File: config.mk
export PLATFORM = sky130hd
export DESIGN_NAME = sdsr_victim_pick
export DESIGN_NICKNAME = d
export VERILOG_FILES = /design/src/sdsr_pkg.sv /design/src/sdsr_victim_pick.sv
export SDC_FILE = /design/constraint.sdc
export NUM_CORES = 1
export LEC_CHECK = 0
export BUFFER_PORTS_ARGS = -buffer_cell sky130_fd_sc_hd__buf_4
export CORE_AREA = 2 2 63 77
export DETAILED_ROUTE_END_ITERATION = 10
export DIE_AREA = 0 0 65 79
export PLACE_DENSITY = 0.88
export SYNTH_ARGS = -nofsm -noshare
export SYNTH_HDL_FRONTEND = slang
export SYNTH_SLANG_ARGS = --single-unit
File: constraint.sdc
create_clock -name vclk -period 10.1
set_input_delay 1.515 -clock vclk [all_inputs]
set_output_delay 1.515 -clock vclk [all_outputs]
set_load 0.02 [all_outputs]
File: src/sdsr_pkg.sv
// ----------------------------------------------------------------------------
// sdsr_pkg
// Shared types, field widths, policy constants and small counter helpers for
// the dead-block / stream-aware RRIP replacement unit.
// ----------------------------------------------------------------------------
package sdsr_pkg;

   // port field widths
   localparam int IDX_W      = 11;
   localparam int PADDR_W    = 48;
   localparam int PC_W       = 48;
   localparam int WAY_PORT_W = 4;
   localparam int THR_W      = 2;

   // parameter defaults
   localparam int NUM_SETS_DEF       = 2048;
   localparam int NUM_WAYS_DEF       = 16;
   localparam int SIGNATURE_BITS_DEF = 5;
   localparam int ADDR_BITS_DEF      = 48;

   // 2-bit saturating counters (RRPV, dead, outcome, monotonic count)
   localparam int CNT_W = 2;
   localparam logic [CNT_W-1:0] CNT_MAX = 2'd3;
   localparam logic [CNT_W-1:0] CNT_MIN = 2'd0;

   // set bits folded into the signature
   localparam int SIG_SET_BITS = 5;

   // reset values
   localparam logic [THR_W-1:0] THR_RESET     = 2'd2;
   localparam logic [CNT_W-1:0] RRPV_RESET    = 2'd2;
   localparam logic [CNT_W-1:0] DEAD_RESET    = 2'd0;
   localparam logic [CNT_W-1:0] OUTCOME_RESET = 2'd1;

   // insertion policy
   localparam logic [CNT_W-1:0] RRPV_DISTANT = 2'd3;
   localparam logic [CNT_W-1:0] RRPV_LONG    = 2'd2;
   localparam logic [CNT_W-1:0] RRPV_NEAR    = 2'd0;
   localparam logic [CNT_W-1:0] DEAD_BYPASS  = 2'd2;
   localparam logic [CNT_W-1:0] DEAD_LONG    = 2'd1;
   localparam logic [CNT_W-1:0] DEAD_HOT     = 2'd0;
   localparam logic [CNT_W-1:0] DEAD_FULL    = 2'd3;
   localparam logic [CNT_W-1:0] OUTCOME_HOT  = 2'd2;

   // control sequencer
   typedef enum logic [2:0] {
      ST_CLEAR,
      ST_IDLE,
      ST_REDUCE,
      ST_READ,
      ST_META,
      ST_OLD,
      ST_FIN
   } sdsr_state_type;

   function automatic logic [CNT_W-1:0] cnt_inc(input logic [CNT_W-1:0] v);
      cnt_inc = (v < CNT_MAX) ? CNT_W'(v + 2'd1) : v;
   endfunction

   function automatic logic [CNT_W-1:0] cnt_dec(input logic [CNT_W-1:0] v);
      cnt_dec = (v > CNT_MIN) ? CNT_W'(v - 2'd1) : v;
   endfunction

endpackage

File: src/sdsr_victim_pick.sv
// ----------------------------------------------------------------------------
// sdsr_victim_pick
// Victim selection over one set: dead and distant first, then any dead way,
// else age every RRPV until one reaches distant and take the lowest such way.
// ----------------------------------------------------------------------------
module sdsr_victim_pick #(
   parameter int NUM_WAYS = sdsr_pkg::NUM_WAYS_DEF,
   parameter int WAY_W    = 4
) (
   input  logic [NUM_WAYS*sdsr_pkg::CNT_W-1:0] rrpv_row,
   input  logic [NUM_WAYS*sdsr_pkg::CNT_W-1:0] dead_row,
   output logic [WAY_W-1:0]                    victim_way,
   output logic [NUM_WAYS*sdsr_pkg::CNT_W-1:0] aged_row
);
   import sdsr_pkg::*;

   always_comb begin
      logic             found_dd;
      logic             found_d;
      logic [WAY_W-1:0] way_dd;
      logic [WAY_W-1:0] way_d;
      logic [WAY_W-1:0] way_age;
      logic             any3;
      logic             any2;
      logic             any1;
      logic [CNT_W-1:0] top;
      logic [CNT_W-1:0] add;
      logic [CNT_W-1:0] rv;
      logic [CNT_W-1:0] dv;
      logic [CNT_W-1:0] av;
      found_dd = 1'b0;
      found_d  = 1'b0;
      way_dd   = '0;
      way_d    = '0;
      way_age  = '0;
      any3     = 1'b0;
      any2     = 1'b0;
      any1     = 1'b0;
      // scan dead ways; walk downward so the lowest match wins
      for (int w = NUM_WAYS - 1; w >= 0; w--) begin
         rv = rrpv_row[w*CNT_W +: CNT_W];
         dv = dead_row[w*CNT_W +: CNT_W];
         if (dv == DEAD_FULL && rv == RRPV_DISTANT) begin
            found_dd = 1'b1;
            way_dd   = WAY_W'(w);
         end
         if (dv == DEAD_FULL) begin
            found_d = 1'b1;
            way_d   = WAY_W'(w);
         end
         any3 = any3 | (rv == 2'd3);
         any2 = any2 | (rv == 2'd2);
         any1 = any1 | (rv == 2'd1);
      end
      // largest RRPV in the set sets the aging step
      if (any3) begin
         top = 2'd3;
      end else if (any2) begin
         top = 2'd2;
      end else if (any1) begin
         top = 2'd1;
      end else begin
         top = 2'd0;
      end
      add = CNT_W'(RRPV_DISTANT - top);
      // age the set; the first way at distant becomes the fallback victim
      for (int w = NUM_WAYS - 1; w >= 0; w--) begin
         av = CNT_W'(rrpv_row[w*CNT_W +: CNT_W] + add);
         aged_row[w*CNT_W +: CNT_W] = (found_d) ? rrpv_row[w*CNT_W +: CNT_W] : av;
         if (av == RRPV_DISTANT) begin
            way_age = WAY_W'(w);
         end
      end
      if (found_dd) begin
         victim_way = way_dd;
      end else if (found_d) begin
         victim_way = way_d;
      end else begin
         victim_way = way_age;
      end
   end

endmodule

==> run_summary.xml <==
<?xml version="1.0" encoding="UTF-8"?>
<metrics>
  <group name="pwr">
    <metric name="power.total" unit="mW">0.134</metric>
    <metric name="leakage" unit="nW">1.41</metric>
    <metric name="power-per-cell-area" unit="nW/um^2">43.1</metric>
    <metric name="power.ir.vdd_worst" unit="mV">0.0233</metric>
  </group>
  <group name="worst_setup_path">
    <metric name="worst-path-buf-inv" unit="">3</metric>
    <metric name="crit_path_end_kind" unit="">output pin</metric>
    <metric name="timing.critical_path.fanout_max" unit="">16</metric>
    <metric name="critical_path.startpoint_type" unit="">input pin</metric>
    <metric name="criticalPathCategory" unit="">input pin to output pin</metric>
    <metric name="critical_path_arrival" unit="ns">5.39</metric>
    <metric name="critical_path.cell_chain" unit="">buf_4, a22oi_1, nand4_1, or3_4, a21oi_2, ha_1, xor2_1, inv_1, nand2_1, a311oi_1, a211oi_1, o22ai_1, a2111oi_0, o31ai_1, a22oi_1, buf_4</metric>
    <metric name="crit_path_max_incr_delay" unit="ns">0.71</metric>
    <metric name="crit_family" unit="">compound AO/OA/AOI/OAI gates</metric>
    <metric name="slowest_stage" unit="">a21oi_2</metric>
    <metric name="required" unit="ns">8.59</metric>
  </group>
  <group name="floorplanning">
    <metric name="floorplan.die.height" unit="microns">79</metric>
    <metric name="fp.dieW" unit="microns">65</metric>
    <metric name="initial_core_util" unit="%">52.7</metric>
    <metric name="io-pin-count" unit="">100</metric>
    <metric name="dieArea" unit="sq um">5140</metric>
    <metric name="core_region_area" unit="sq um">4430</metric>
    <metric name="fp-row-count" unit="">27</metric>
  </group>
  <group name="synth">
    <metric name="synth.lib_cells_used.distinct" unit="">57</metric>
    <metric name="ys_top_cells_by_area" unit="">xnor2_1 11%, nand2_1 9.7%, ha_1 8.6%, xnor3_1 7.7%, o21ai_0 4.5%</metric>
    <metric name="post_synth_inst_count" unit="">345</metric>
    <metric name="netlist_area_before_placement" unit="sq um">2330</metric>
    <metric name="synth_fa_ha_area_share" unit="%">8.59</metric>
    <metric name="yosys.area_share.xor_xnor" unit="%">20.5</metric>
    <metric name="synth_simple_gate_area_share" unit="%">32.3</metric>
    <metric name="syn_avg_cell_area" unit="sq um">6.76</metric>
    <metric name="netlist.area_leader.share" unit="%">11.3</metric>
    <metric name="yosys.area.top_type" unit="">xnor2_1</metric>
    <metric name="yosys_warnings" unit="">0</metric>
    <metric name="synth_top_family_by_area" unit="">simple AND/OR/NAND/NOR gates</metric>
    <metric name="post_synth_mux_area_share" unit="%">3.81</metric>
    <metric name="synth_fp_nets" unit="">425</metric>
    <metric name="synth-compound-area-share" unit="%">28.0</metric>
    <metric name="synth.yosys.seq_area_share" unit="%">0</metric>
  </group>
  <group name="route">
    <metric name="totalWireLength" unit="microns">8280</metric>
    <metric name="drtIter0Drc" unit="">236</metric>
    <metric name="avgRoutedWirePerCell" unit="microns">16.8</metric>
    <metric name="routed-via-count" unit="">3008</metric>
    <metric name="route.detailed.vias_per_inst" unit="">6.11</metric>
    <metric name="first_pass_iters" unit="">5</metric>
    <metric name="drtAntennaViolNets" unit="">0</metric>
    <metric name="post-route-drc-count" unit="">0</metric>
  </group>
  <group name="timing">
    <metric name="worst_hold_slack" unit="ns">3.36</metric>
    <metric name="worst_slack" unit="ns">3.20</metric>
    <metric name="timing_worst_slew_pin_value" unit="ns">0.990</metric>
    <metric name="post-route-min-period" unit="ns">6.90</metric>
    <metric name="fmaxAchievable" unit="MHz">145</metric>
    <metric name="post_route_setup_tns" unit="ns">0</metric>
    <metric name="maxSlewViolCount" unit="">0</metric>
    <metric name="timing_hold_violations_final" unit="">0</metric>
    <metric name="final-setup-viol-count" unit="">0</metric>
    <metric name="final_min_period_over_clock_period" unit="%">68.3</metric>
    <metric name="slew_headroom" unit="%">33.8</metric>
    <metric name="setup_repair_after_global_routing_missed_its_margin" unit="">no</metric>
  </group>
  <group name="placed_design">
    <metric name="port_buffers" unit="">100</metric>
    <metric name="placement.cell_area" unit="sq um">3110</metric>
    <metric name="routabilityCongestion" unit="">0.926</metric>
    <metric name="placed_cells_incl_taps" unit="">492</metric>
    <metric name="detailedPlace.worstSlack" unit="ns">3.26</metric>
    <metric name="sum_of_net_half_perimeters_after_detailed_placement" unit="microns">6790</metric>
  </group>
  <group name="finish">
    <metric name="drive_gt1_share" unit="%">27.9</metric>
    <metric name="insertedDiodeCount" unit="">0</metric>
    <metric name="syn2layout_area_growth" unit="%">33.3</metric>
    <metric name="utilization" unit="%">70.2</metric>
    <metric name="final_design_area_no_fill" unit="sq um">3110</metric>
    <metric name="layout.clock_buffers" unit="">0</metric>
    <metric name="area.sequential" unit="sq um">0</metric>
    <metric name="design.final.nets" unit="">516</metric>
    <metric name="stdcell_count" unit="">492</metric>
    <metric name="numSequentialCells" unit="">0</metric>
  </group>
  <group name="global_route">
    <metric name="grt_overflow_total" unit="">0</metric>
    <metric name="antenna_found_initial" unit="">0</metric>
    <metric name="grt_start_max_net_pins" unit="">28</metric>
    <metric name="vias_in_the_first_global_route" unit="">2870</metric>
    <metric name="grt_pass1_wl" unit="microns">13300</metric>
    <metric name="grt_overall_usage" unit="%">32.0</metric>
  </group>
  <group name="run">
    <metric name="max-cap-violations" unit="">0</metric>
  </group>
  <group name="hold_path">
    <metric name="hold_path.class" unit="">input pin to output pin</metric>
  </group>
  <group name="clock_tree">
    <metric name="post_cts.repair.setup_buffers" unit="">0</metric>
    <metric name="cts_hold_buffers" unit="">0</metric>
    <metric name="cts_resized" unit="">0</metric>
  </group>
  <group name="status">
    <metric name="status" unit="">complete, no violations</metric>
  </group>
</metrics>
path summary, 6_finish.rpt:
kind	depth (start not counted)	end	startpoint
min	3	aged_row[13]	rrpv_row[13]
max	16	victim_way[0]	rrpv_row[27]
area by class of cell:
class / instances / area (sq um)
fillers: 405 / 1320
repair buffers: 100 / 751
multi-input cells: 308 / 2190
inverters: 26 / 97.6
well taps: 58 / 72.6
Yosys cell counts (2+ instances only):
cell and instances:
nand4_1 13, nor2_1 27, xnor2_1 30, xor2_1 4
a311oi_1 2, a21oi_1 11, buf_6 2, clkbuf_1 5
nand3b_1 4, a2111oi_2 4, xnor3_1 8, o211ai_1 5
inv_1 26, a221oi_1 2, ha_1 16, o221ai_1 3
a31oi_1 6, o21a_1 2, buf_2 4, mux2_2 7
o21ai_0 21, nor2b_1 13, nand2b_1 4, nor3b_1 3
o22ai_1 9, nor3_1 3, and2_1 2, nand2_1 60
a22oi_1 8, nand3_1 14
report_power, final:
part           internal, mW  leakage, nW  total, mW  switching (mW)
clock                     0            0          0               0
combinational        0.0620         1.41      0.134          0.0720
sequential                0            0          0               0
total                0.0620         1.41      0.134          0.0720
cell usage in the layout, fill, tap and decap left out, drive strengths merged, types with 9 or more instances in the layout:
cell type	netlist	final
buf	6	100
a21oi	11	11
o21ai	22	22
nand3	14	14
nor2b	13	13
xnor2	30	30
o22ai	9	9
nand2	60	60
inv	26	26
nand4	14	14
nor2	28	28
ha	16	16
metal layers:
layer,wire [microns],global-route usage (%),vias to the layer above
met4,118,7.87,0
met2,4290,59.7,155
met3,615,1.56,16
li1,-,-,1443
met1,3260,39.5,1394
met5,0,0,-
cell families (layout without fill, tap and decap cells):
group / Yosys count / in the layout
simple gates: 152 / 152
compound gates: 90 / 90
xor+xnor: 42 / 42
buf+inv: 37 / 126
fa+ha+maj: 16 / 16
mux: 8 / 8
Power figures use the tool's default switching activity.
