### src/sdsr_pkg.sv
// ----------------------------------------------------------------------------
// sdsr_pkg
// Shared types, field widths, policy constants and small counter helpers for
// the dead-block / stream-aware RRIP replacement unit.
// ----------------------------------------------------------------------------
package sdsr_pkg;

   // port field widths
   localparam int IDX_W      = 11;
   localparam int PADDR_W    = 48;
   localparam int PC_W       = 48;
   localparam int WAY_PORT_W = 4;
   localparam int THR_W      = 2;

   // parameter defaults
   localparam int NUM_SETS_DEF       = 2048;
   localparam int NUM_WAYS_DEF       = 16;
   localparam int SIGNATURE_BITS_DEF = 5;
   localparam int ADDR_BITS_DEF      = 48;

   // 2-bit saturating counters (RRPV, dead, outcome, monotonic count)
   localparam int CNT_W = 2;
   localparam logic [CNT_W-1:0] CNT_MAX = 2'd3;
   localparam logic [CNT_W-1:0] CNT_MIN = 2'd0;

   // set bits folded into the signature
   localparam int SIG_SET_BITS = 5;

   // reset values
   localparam logic [THR_W-1:0] THR_RESET     = 2'd2;
   localparam logic [CNT_W-1:0] RRPV_RESET    = 2'd2;
   localparam logic [CNT_W-1:0] DEAD_RESET    = 2'd0;
   localparam logic [CNT_W-1:0] OUTCOME_RESET = 2'd1;

   // insertion policy
   localparam logic [CNT_W-1:0] RRPV_DISTANT = 2'd3;
   localparam logic [CNT_W-1:0] RRPV_LONG    = 2'd2;
   localparam logic [CNT_W-1:0] RRPV_NEAR    = 2'd0;
   localparam logic [CNT_W-1:0] DEAD_BYPASS  = 2'd2;
   localparam logic [CNT_W-1:0] DEAD_LONG    = 2'd1;
   localparam logic [CNT_W-1:0] DEAD_HOT     = 2'd0;
   localparam logic [CNT_W-1:0] DEAD_FULL    = 2'd3;
   localparam logic [CNT_W-1:0] OUTCOME_HOT  = 2'd2;

   // control sequencer
   typedef enum logic [2:0] {
      ST_CLEAR,
      ST_IDLE,
      ST_REDUCE,
      ST_READ,
      ST_META,
      ST_OLD,
      ST_FIN
   } sdsr_state_type;

   function automatic logic [CNT_W-1:0] cnt_inc(input logic [CNT_W-1:0] v);
      cnt_inc = (v < CNT_MAX) ? CNT_W'(v + 2'd1) : v;
   endfunction

   function automatic logic [CNT_W-1:0] cnt_dec(input logic [CNT_W-1:0] v);
      cnt_dec = (v > CNT_MIN) ? CNT_W'(v - 2'd1) : v;
   endfunction

endpackage

### src/sdsr_sig_table.sv
// ----------------------------------------------------------------------------
// sdsr_sig_table
// Signature outcome table: one 2-bit reuse counter per PC signature.
// ----------------------------------------------------------------------------
module sdsr_sig_table #(
   parameter int AW = sdsr_pkg::SIGNATURE_BITS_DEF
) (
   input  logic                      clock,
   input  logic                      rd_en,
   input  logic [AW-1:0]             rd_addr,
   output logic [sdsr_pkg::CNT_W-1:0] rd_data,
   input  logic                      wr_en,
   input  logic [AW-1:0]             wr_addr,
   input  logic [sdsr_pkg::CNT_W-1:0] wr_data
);
   import sdsr_pkg::*;

   localparam int ENTRIES = 1 << AW;

   logic [CNT_W-1:0] outcome_mem [ENTRIES];

   // read-first table, one read and one write port
   always_ff @(posedge clock) begin
      if (wr_en) begin
         outcome_mem[wr_addr] <= wr_data;
      end
      if (rd_en) begin
         rd_data <= outcome_mem[rd_addr];
      end
   end

endmodule

### config.mk
export PLATFORM = sky130hd
export DESIGN_NAME = sdsr_sig_table
export DESIGN_NICKNAME = d
export VERILOG_FILES = /design/src/sdsr_pkg.sv /design/src/sdsr_sig_table.sv
export SDC_FILE = /design/constraint.sdc
export NUM_CORES = 1
export LEC_CHECK = 0
export ABC_CLOCK_PERIOD_IN_PS = 1470
export BUFFER_PORTS_ARGS = -buffer_cell sky130_fd_sc_hd__clkbuf_2
export CORE_MARGIN = 2
export CORE_UTILIZATION = 52
export CTS_CLUSTER_SIZE = 14
export DETAILED_ROUTE_END_ITERATION = 12
export PLACE_DENSITY = 0.69
export SLEW_MARGIN = 10
export SYNTH_ARGS = -nofsm -noshare
export SYNTH_HDL_FRONTEND = slang
export SYNTH_SLANG_ARGS = --single-unit
### constraint.sdc
create_clock -name clock -period 1.47 [get_ports clock]
set_input_delay 0 -clock clock [delete_from_list [all_inputs] [get_ports clock]]
set_output_delay 0 -clock clock [all_outputs]
set_load 0.01 [all_outputs]
==> metrics.md, run 1 <==
| Metric | Value |
|---|---|
| Synthesis Warnings | `0` |
| Slew @ Worst Pin | `0.627 ns` |
| RSZ-0062 raised after global routing | `true` |
| First-pass GRT wire length | `8000 µm` |
| Endpoints failing hold | `0` |
| Setup Buffers After CTS | `0` |
| Largest net degree at the start of global routing | `33` |
| Non-filler cells, final | `285` |
| Register area share after synthesis | `70.7%` |
| Initial antenna violation count | `0` |
| R2R depth | `5` |
| Setup-failing EPs final | `0` |
| Port bufs | `16` |
| Layout cells sized above 1 | `15.8%` |
| Routability cong. | `0.801` |
| Fmax | `705 MHz` |
| Number of max-cap violations | `0` |
| Vias in the first global route | `1607` |
| Tmin final | `1.42 ns` |
| Worst skew pair latency | `0.33 ns` |
| Synth area leader | `edfxtp_1` |
| Crit path kind | `reg -> reg` |
| Smallest hold slack | `0.118 ns` |
| Final core occ | `61.4%` |
| Worst vdd ir | `0.000786 V` |
| CP Capture Type | `flip-flop` |
| DR vias/cell | `5.66` |
| Critical Path Fanout Max | `1` |
| Post-Syn Nets | `200` |
| PwrDens | `1180 mW/mm²` |
| Worst slew margin | `58.2%` |
| Hold Path Depth | `2` |
| Clock sink count | `66` |
| Post-synth top area share | `70.7%` |
| DRC violations left | `0` |
| Chip width | `77.4 µm` |
| Worst-path clk slew | `0.06 ns` |
| Boundary Pins | `17` |
| Routed via count | `1614` |
| WL per Instance | `18.4 µm` |
| WP data arrival | `1.48 ns` |
| Syn_area_per_cell | `15.1 µm²` |
| GRT Util Overall | `18.5%` |
| Grt ovf | `0` |
| Fin nets | `225` |
| Most common cell after layout, fill and taps aside | `edfxtp_1` |
| Setup tns final | `0 ns` |
| Synth cell types | `22` |
| Post-Route WL | `5230 µm` |
| Antenna Cells | `0` |
| Core box area | `0.00514 mm²` |
| Die area | `0.00599 mm²` |
| Max Slew Vio Count | `0` |
| Layout area overhead | `12.6%` |
| # fillers | `432` |
| Row count | `26` |
| Lkg Pwr | `1.10 nW` |
| DPL Wire Length | `3480 µm` |
| Antenna Nets Post-Route | `0` |
| Tightest Hold Check Type | `in -> reg` |
| H-tree depth | `3` |
| Top post-synthesis cells by area | `edfxtp_1 (71%), mux2i_1 (11%), nor2_1 (4.6%), a22oi_1 (3.8%), nand3b_1 (1.3%)` |
| Setup crit start kind | `flip-flop` |
| Post-Synthesis Cells | `185` |
| #FFs+latches synth | `66` |
| Initial DRT Pass Iterations | `4` |
| Initial Util | `54.5%` |
| Die Height | `77.4 µm` |
| Clock skew | `0.00712 ns` |
| CTS root buf | `clkbuf_8` |
| CTS Buf Count | `9` |
| Worst path required time | `1.53 ns` |
| DRT iter0 DRCs | `164` |
| Placed cell count | `268` |
| Clock tree from TritonCTS | `yes` |
| Status | `finished, final reports clean` |
| Most frequent cells in the layout | `edfxtp_1 (66), nor2_1 (34), mux2i_1 (31)` |
| Post-Syn Area | `0.00280 mm²` |
| Clock buffer depth | `2` |
| Final period util | `96.5%` |
cell families after synthesis:
logic type	Yosys count	synth area share [%]
flip-flops	66	70.7
multiplexers	32	11.4
AND/OR/NAND/NOR	59	10.3
buffers and inverters	8	2.41
AO/OA/AOI/OAI	20	5.18
cell usage after synthesis, drive strengths merged:
cell type / n
or3: 1
edfxtp: 66
nand3: 2
buf: 5
a31oi: 2
o311ai: 2
mux2i: 32
or3b: 2
a22oi: 14
nand4b: 2
nand2: 7
nor2: 35
a21oi: 2
clkbuf: 3
and4b: 2
nand3b: 5
and2: 1
nor2b: 2
state kept, by name (all words and copies together) (netlist names):
signal and cells:
rd_data 2, outcome_mem 64
critical path, stage by stage, from the launching register on:
cell and delay, ns:
edfxtp_1 0.38, mux2i_2 0.20, a22oi_1 0.12, and4b_1 0.20
a31oi_1 0.14, o311ai_1 0.12
stage by stage:
step / power, W / cell area, µm² / worst slack, ns
floorplan: 0.00229 / 2800 / 0.260
global placement: 0.00239 / 2970 / 0.116
detailed placement: 0.00240 / 2970 / 0.0144
CTS: 0.00376 / 3150 / 0.0469
global route: 0.00388 / 3160 / -0.0308
finish: 0.00373 / 3160 / 0.0516
worst paths after layout:
kind | start | endpoint | slack, ns
setup / recovery | outcome_mem[15][1] | rd_data[1] | 0.05
hold / removal | rd_addr[3] | rd_data[1] | 0.12
setup reg to reg | outcome_mem[15][1] | rd_data[1] | 0.05
hold reg to reg | outcome_mem[24][1] | rd_data[1] | 0.71
power breakdown:
group | total (W) | internal [W] | switching, W
Sequential | 0.00211 | 0.00210 | 0.00000669
Clock | 0.00138 | 0.000771 | 0.000606
Combinational | 0.000250 | 0.0000965 | 0.000154
routing by layer:
metal,vias to the layer above,GRT usage [%],part of all wire [%]
li1,772,-,-
met1,781,23.1,44
met2,50,30.2,49
met3,11,4.53,4.5
met4,0,9.64,1.9
met5,-,0,0
timing repair:
action,CTS,global route
setup endpoints to repair,0,2
hold endpoints to repair,2,0
hold buffers,1,0
gates resized for setup,0,1
area by class of cell:
cell class	instances	area, µm²	share of cell area [%]
Clock inverter	4	42.5	1.35
Timing Repair Buffer	22	153	4.84
Sequential cell	66	1980	62.8
Multi-Input combinational cell	111	757	24.0
Clock buffer	12	135	4.28
Tap cell	70	87.6	2.77
Note: power is estimated with default switching activity, not from simulation.
==> inputs of run 2 (changes only) <==
--- a/config.mk
+++ b/config.mk
@@ -5,7 +5,7 @@
 export SDC_FILE = /design/constraint.sdc
 export NUM_CORES = 1
 export LEC_CHECK = 0
-export ABC_CLOCK_PERIOD_IN_PS = 1470
+export ABC_CLOCK_PERIOD_IN_PS = 1450
 export BUFFER_PORTS_ARGS = -buffer_cell sky130_fd_sc_hd__clkbuf_2
 export CORE_MARGIN = 2
 export CORE_UTILIZATION = 52
==> constraint.sdc (replaced) <==
create_clock -name clock -period 1.45 [get_ports clock]
set_input_delay 0 -clock clock [delete_from_list [all_inputs] [get_ports clock]]
set_output_delay 0 -clock clock [all_outputs]
set_load 0.01 [all_outputs]
==> metrics.md, run 2 (synthesized netlist as in run 1, its figures left out) <==
| Metric | Value |
|---|---|
| Slew @ Worst Pin | `0.602 ns (was 0.627 ns)` |
| Final core occ | `62.1% (was 61.4%)` |
| Max Slew Vio Count | `0 (unchanged)` |
| Buf/Inv on CP | `0 (unchanged)` |
| Clock sink count | `66 (unchanged)` |
| P_sw | `0.000819 W (was 0.000767 W)` |
| Worst slew margin | `59.9% (was 58.2%)` |
| DR vias/cell | `5.76 (was 5.66)` |
| Top Family by Delay on Critical Path | `flip-flops (unchanged)` |
| Grt ovf | `0 (unchanged)` |
| Row count | `26 (unchanged)` |
| Total power | `0.00399 W (was 0.00373 W)` |
| DRT iter0 DRCs | `172 (was 164)` |
| WL per Instance | `18.6 µm (was 18.4 µm)` |
| Setup crit start kind | `flip-flop (unchanged)` |
| H-tree depth | `3 (unchanged)` |
| DRC violations left | `0 (unchanged)` |
| Port bufs | `16 (unchanged)` |
| Lkg Pwr | `1.12 nW (was 1.10 nW)` |
| CP Capture Type | `flip-flop (unchanged)` |
| First-pass GRT wire length | `8630 µm (was 8000 µm)` |
| Antenna Nets Post-Route | `0 (unchanged)` |
| Final period util | `98.8% (was 96.5%)` |
| Most frequent cells in the layout | `edfxtp_1 (66), nor2_1 (34), mux2i_1 (32) (was edfxtp_1 (66), nor2_1 (34), mux2i_1 (31))` |
| Layout cells sized above 1 | `16.7% (was 15.8%)` |
| Worst vdd ir | `0.000868 V (was 0.000786 V)` |
| Clock buffer depth | `2 (unchanged)` |
| # fillers | `423 (was 432)` |
| Largest net degree at the start of global routing | `33 (unchanged)` |
| RSZ-0062 raised after global routing | `true (unchanged)` |
| Boundary Pins | `17 (unchanged)` |
| Core box area | `0.00514 mm² (unchanged)` |
| Met2 WL | `2540 µm (was 2580 µm)` |
| Chip width | `77.4 µm (unchanged)` |
| Routed via count | `1648 (was 1614)` |
| Seq pwr share | `53.5% (was 56.4%)` |
| Worst-path clk slew | `0.07 ns (was 0.06 ns)` |
| Initial DRT Pass Iterations | `4 (unchanged)` |
| Tmin final | `1.43 ns (was 1.42 ns)` |
| Sequential cell area | `0.00198 mm² (unchanged)` |
| Post-cts sizing count | `0 (unchanged)` |
| Setup Buffers After CTS | `0 (unchanged)` |
| Slowest stage cell, crit path | `edfxtp_1 (unchanged)` |
| Status | `finished, final reports clean (unchanged)` |
| PwrDens | `1250 mW/mm² (was 1180 mW/mm²)` |
| Fin nets | `226 (was 225)` |
| WP data arrival | `1.51 ns (was 1.48 ns)` |
| Layout area overhead | `13.8% (was 12.6%)` |
| Switch share | `20.5% (about the same)` |
| Tightest Hold Check Type | `in -> reg (unchanged)` |
| Critical Path Fanout Max | `1 (unchanged)` |
| Worst path required time | `1.52 ns (was 1.53 ns)` |
| Initial Util | `54.5% (unchanged)` |
| Die area | `0.00599 mm² (unchanged)` |
| Clock skew | `0.00579 ns (was 0.00712 ns)` |
| CTS root buf | `clkbuf_8 (unchanged)` |
| Worst skew pair latency | `0.33 ns (about the same)` |
| Logic pwr share | `6.4% (was 6.7%)` |
| DPL Wire Length | `3510 µm (was 3480 µm)` |
| Clock tree from TritonCTS | `yes (unchanged)` |
| CTS Buf Count | `9 (unchanged)` |
| Setup-failing EPs final | `0 (unchanged)` |
| Pint | `0.00317 W (was 0.00297 W)` |
| Die Height | `77.4 µm (unchanged)` |
| Most common cell after layout, fill and taps aside | `edfxtp_1 (unchanged)` |
| Number of max-cap violations | `0 (unchanged)` |
| Vias in the first global route | `1681 (was 1607)` |
| Largest register FFs | `64 (unchanged)` |
| GRT Util Overall | `19.9% (was 18.5%)` |
| Fmax | `698 MHz (was 705 MHz)` |
| Routability cong. | `0.782 (was 0.801)` |
| CP cell instances | `mux2i_1 -> a22oi_1 -> and4b_1 -> a31oi_1 -> o311ai_1 (was mux2i_2 -> a22oi_1 -> and4b_1 -> a31oi_1 -> o311ai_1)` |
| Post-Route WL | `5330 µm (was 5230 µm)` |
| Antenna Cells | `0 (unchanged)` |
| Clock power share | `40.1% (was 36.9%)` |
| Multi-input gate area | `753 µm² (was 757 µm²)` |
| Biggest regs | `outcome_mem: 64 flops, rd_data: 2 flops (unchanged)` |
| CP peak stage delay | `0.38 ns (about the same)` |
| Endpoints failing hold | `0 (unchanged)` |
| Top Metal Used | `met4 (unchanged)` |
| Met3 routed WL | `352 µm (was 235 µm)` |
| Initial antenna violation count | `0 (unchanged)` |
| Crit path kind | `reg -> reg (unchanged)` |
| Most flops, register | `outcome_mem (unchanged)` |
| Post-route met1 wirelength | `2340 µm (was 2310 µm)` |
[run 2: cell types whose count changed in the layout (fill, tap and decap cells not counted)]
cell | previous run | this run
mux2i_1 | 31 | 32
clkbuf_1 | 3 | 0
clkinvlp_4 | 0 | 1
mux2i_2 | 1 | 0
clkinv_1 | 2 | 3
buf_4 | 3 | 4
bufinv_16 | 1 | 2
[run 2: routing by layer]
metal	up-vias	GRT usage (%)
met5	-	0
met4	0	9.29
met3	8	5.93
met2	67	29.9
met1	809	27.0
li1	764	-
[run 2: final cells by class]
cell class / count / share of cell area (%)
Multi-Input combinational cell: 111 / 23.6
Sequential cell: 66 / 62.1
Clock inverter: 7 / 2.63
Clock buffer: 9 / 3.88
Tap cell: 70 / 2.75
Timing Repair Buffer: 23 / 5.02
[run 2: power by group through the flow]
stage                     clock, W  sequential, W  combinational (W)
after floorplan                  0        0.00218           0.000142
after global placement           0        0.00218           0.000242
after detailed placement         0        0.00218           0.000255
after CTS                  0.00163        0.00214           0.000257
after global routing       0.00171        0.00214           0.000280
final                      0.00160        0.00214           0.000257
[run 2: per-stage QoR]
| stage | setup slack [ns] | hold WS, ns | area (µm²) | setup TNS, ns | cells |
|---|---|---|---|---|---|
| 4_1_cts | 0.0304 | 0.0892 | 3190 | 0 | 286 |
| 3_3_place_gp | 0.0959 | 0.232 | 2970 | 0 | 269 |
| 6_report | 0.0167 | 0.120 | 3190 | 0 | 286 |
| 2_1_floorplan | 0.240 | 0.0989 | 2800 | 0 | 185 |
| 3_5_place_dp | -0.00760 | 0.239 | 2970 | -0.00760 | 269 |
| 5_1_grt | -0.0376 | 0.115 | 3190 | -0.0629 | 286 |
[run 2: final timing paths]
| kind | end | from | cells past startpoint | slack [ns] |
|---|---|---|---|---|
| hold / removal | rd_data[1] | rd_addr[3] | 2 | 0.12 |
| setup reg to reg | rd_data[1] | outcome_mem[15][1] | 5 | 0.02 |
| setup / recovery | rd_data[1] | outcome_mem[15][1] | 5 | 0.02 |
| hold reg to reg | rd_data[0] | outcome_mem[24][0] | 4 | 0.70 |
[run 2: worst register-to-register path, delay by kind of cell, from the launching register on]
family          cells  cell delay [ns]
mux                 1             0.20
compound gates      3             0.38
flops               1             0.38
simple gates        1             0.21
[run 2: repair_timing]
action	CTS	global route
endpoints found under the hold margin	2	0
hold buffers	1	0
setup endpoints to repair	0	2
==> inputs of run 3 (changes only) <==
--- a/config.mk
+++ b/config.mk
@@ -8,10 +8,10 @@
 export ABC_CLOCK_PERIOD_IN_PS = 1450
 export BUFFER_PORTS_ARGS = -buffer_cell sky130_fd_sc_hd__clkbuf_2
 export CORE_MARGIN = 2
-export CORE_UTILIZATION = 52
+export CORE_UTILIZATION = 59
 export CTS_CLUSTER_SIZE = 14
 export DETAILED_ROUTE_END_ITERATION = 12
-export PLACE_DENSITY = 0.69
+export PLACE_DENSITY = 0.77
 export SLEW_MARGIN = 10
 export SYNTH_ARGS = -nofsm -noshare
 export SYNTH_HDL_FRONTEND = slang
==> metrics.md, run 3 (synthesized netlist as in run 1, its figures left out) <==
| Metric | Value |
|---|---|
| CP peak stage delay | `0.37 ns (was 0.38 ns)` |
| Core box area | `0.00466 mm² (was 0.00514 mm²)` |
| Total power | `0.00360 W (was 0.00399 W)` |
| Die area | `0.00532 mm² (was 0.00599 mm²)` |
| Slowest stage cell, crit path | `edfxtp_1 (unchanged)` |
| Smallest hold slack | `0.114 ns (was 0.120 ns)` |
| Clock sink count | `66 (unchanged)` |
| Most frequent cells in the layout | `edfxtp_1 (66), nor2_1 (34), mux2i_1 (32) (unchanged)` |
| Number of max-cap violations | `0 (unchanged)` |
| Worst slew margin | `59.1% (was 59.9%)` |
| RSZ-0062 raised after global routing | `true (unchanged)` |
| # fillers | `332 (was 423)` |
| H-tree depth | `3 (unchanged)` |
| Final period util | `95.2% (was 98.8%)` |
| Routability cong. | `0.763 (was 0.782)` |
| GRT Util Overall | `22.0% (was 19.9%)` |
| Initial Util | `60.1% (was 54.5%)` |
| Tmin final | `1.38 ns (was 1.43 ns)` |
| Largest register FFs | `64 (unchanged)` |
| Port bufs | `16 (unchanged)` |
| Layout cells sized above 1 | `16.2% (was 16.7%)` |
| Max Slew Vio Count | `0 (unchanged)` |
| Fin nets | `227 (was 226)` |
| Setup tns final | `0 ns (unchanged)` |
| Post-Route WL | `5260 µm (was 5330 µm)` |
| Slew @ Worst Pin | `0.614 ns (was 0.602 ns)` |
| Initial DRT Pass Iterations | `4 (unchanged)` |
| Grt ovf | `0 (unchanged)` |
| Routed via count | `1663 (was 1648)` |
| PwrDens | `1160 mW/mm² (was 1250 mW/mm²)` |
| Row count | `25 (was 26)` |
| Biggest regs | `outcome_mem: 64 flops, rd_data: 2 flops (unchanged)` |
| Clock tree from TritonCTS | `yes (unchanged)` |
| Area post-placement | `0.00295 mm² (was 0.00297 mm²)` |
| DPL Wire Length | `3450 µm (was 3510 µm)` |
| CP cell instances | `mux2i_1 -> a22oi_1 -> and4b_1 -> a31oi_1 -> o311ai_1 (unchanged)` |
| Setup-failing EPs final | `0 (unchanged)` |
| Top Family by Delay on Critical Path | `flip-flops (unchanged)` |
| Die Height | `72.9 µm (was 77.4 µm)` |
| Vias in the first global route | `1711 (was 1681)` |
| Buf/Inv on CP | `0 (unchanged)` |
| Most common cell after layout, fill and taps aside | `edfxtp_1 (unchanged)` |
| WL per Instance | `19.5 µm (was 18.6 µm)` |
| CP Capture Type | `flip-flop (unchanged)` |
| Initial antenna violation count | `0 (unchanged)` |
| Tightest Hold Check Type | `in -> reg (unchanged)` |
| DR vias/cell | `6.16 (was 5.76)` |
| First-pass GRT wire length | `8270 µm (was 8630 µm)` |
| Crit. path cell count | `5 (unchanged)` |
| Hold Path Depth | `2 (unchanged)` |
| Worst-path clk slew | `0.07 ns (about the same)` |
| Setup crit start kind | `flip-flop (unchanged)` |
| WP data arrival | `1.45 ns (was 1.51 ns)` |
| Chip width | `72.9 µm (was 77.4 µm)` |
| CTS Buf Count | `9 (unchanged)` |
| Worst vdd ir | `0.000722 V (was 0.000868 V)` |
| Layout area overhead | `10.9% (was 13.8%)` |
| Most flops, register | `outcome_mem (unchanged)` |
| Antenna Nets Post-Route | `0 (unchanged)` |
| R2R depth | `5 (unchanged)` |
| Fmax | `725 MHz (was 698 MHz)` |
| Final Cell Area | `0.00311 mm² (was 0.00319 mm²)` |
| Worst path required time | `1.52 ns (about the same)` |
| Antenna Cells | `0 (unchanged)` |
| Largest net degree at the start of global routing | `33 (unchanged)` |
| Clock buffer depth | `2 (unchanged)` |
| Critical Path Fanout Max | `1 (unchanged)` |
| Worst skew pair latency | `0.33 ns (about the same)` |
| Crit path kind | `reg -> reg (unchanged)` |
| Clock skew | `0.00772 ns (was 0.00579 ns)` |
| CTS root buf | `clkbuf_8 (unchanged)` |
| DRC violations left | `0 (unchanged)` |
| Lkg Pwr | `1.09 nW (was 1.12 nW)` |
| Boundary Pins | `17 (unchanged)` |
| Endpoints failing hold | `0 (unchanged)` |
| DRT iter0 DRCs | `109 (was 172)` |
| Status | `finished, final reports clean (unchanged)` |
## run 3: cell count changes in the layout (fill, tap and decap cells not counted)
cell	change
clkbuf_1	+2
bufinv_16	-2
clkinv_1	-1
buf_4	+2
buf_12	-1
## run 3: routing by layer
layer  wire [µm]  share of wire [%]  GRT usage [%]
met1        2190                 42           28.1
met2        2620                 50           34.6
met3         344                6.5           5.66
met4         106                2.0           11.5
met5           0                  0              0
## run 3: worst paths after layout
check                                         from    endpoint  slack [ns]
worst max-delay path            outcome_mem[13][0]  rd_data[0]        0.07
worst min-delay path                    rd_addr[4]  rd_data[1]        0.11
worst max register to register  outcome_mem[13][0]  rd_data[0]        0.07
worst min register to register  outcome_mem[24][1]  rd_data[1]        0.70
## run 3: layout make-up
| type | count | area (µm²) | area share [%] |
|---|---|---|---|
| clock buffers | 11 | 131 | 4.23 |
| repair buffers | 24 | 155 | 4.99 |
| multi-input cells | 111 | 753 | 24.2 |
| flip-flops and latches | 66 | 1980 | 63.7 |
| clock inverters | 4 | 20.0 | 0.644 |
| well taps | 54 | 67.6 | 2.17 |
## run 3: worst reg2reg max path, delay by kind of cell, from the launching register on
kind               cells  cell delay, ns
muxes                  1            0.19
and+or+nand+nor        1            0.22
AOI/OAI and AO/OA      3            0.33
DFF                    1            0.37
## run 3: power breakdown
part	total, W	leakage (nW)	switching, W	internal (W)
logic	0.000255	0.423	0.000158	0.0000971
registers	0.00214	0.596	0.00000659	0.00213
clock network	0.00121	0.0743	0.000613	0.000596
## run 3: timing repair
item                       4_1_cts  5_1_grt
hold endpoints to repair         2        0
buffers inserted                 0        0
setup endpoints to repair        0        1
hold buffers                     1        0
resized for setup                0        0
## run 3: stage by stage
step / cells / worst slack, ns / utilization, %
after detailed placement: 254 / 0.0570 / 63.2
after floorplan: 185 / 0.240 / -
after CTS: 270 / 0.0724 / 66.7
after global placement: 254 / 0.119 / 63.2
final: 270 / 0.0703 / 66.7
after global routing: 270 / -0.00694 / 66.7
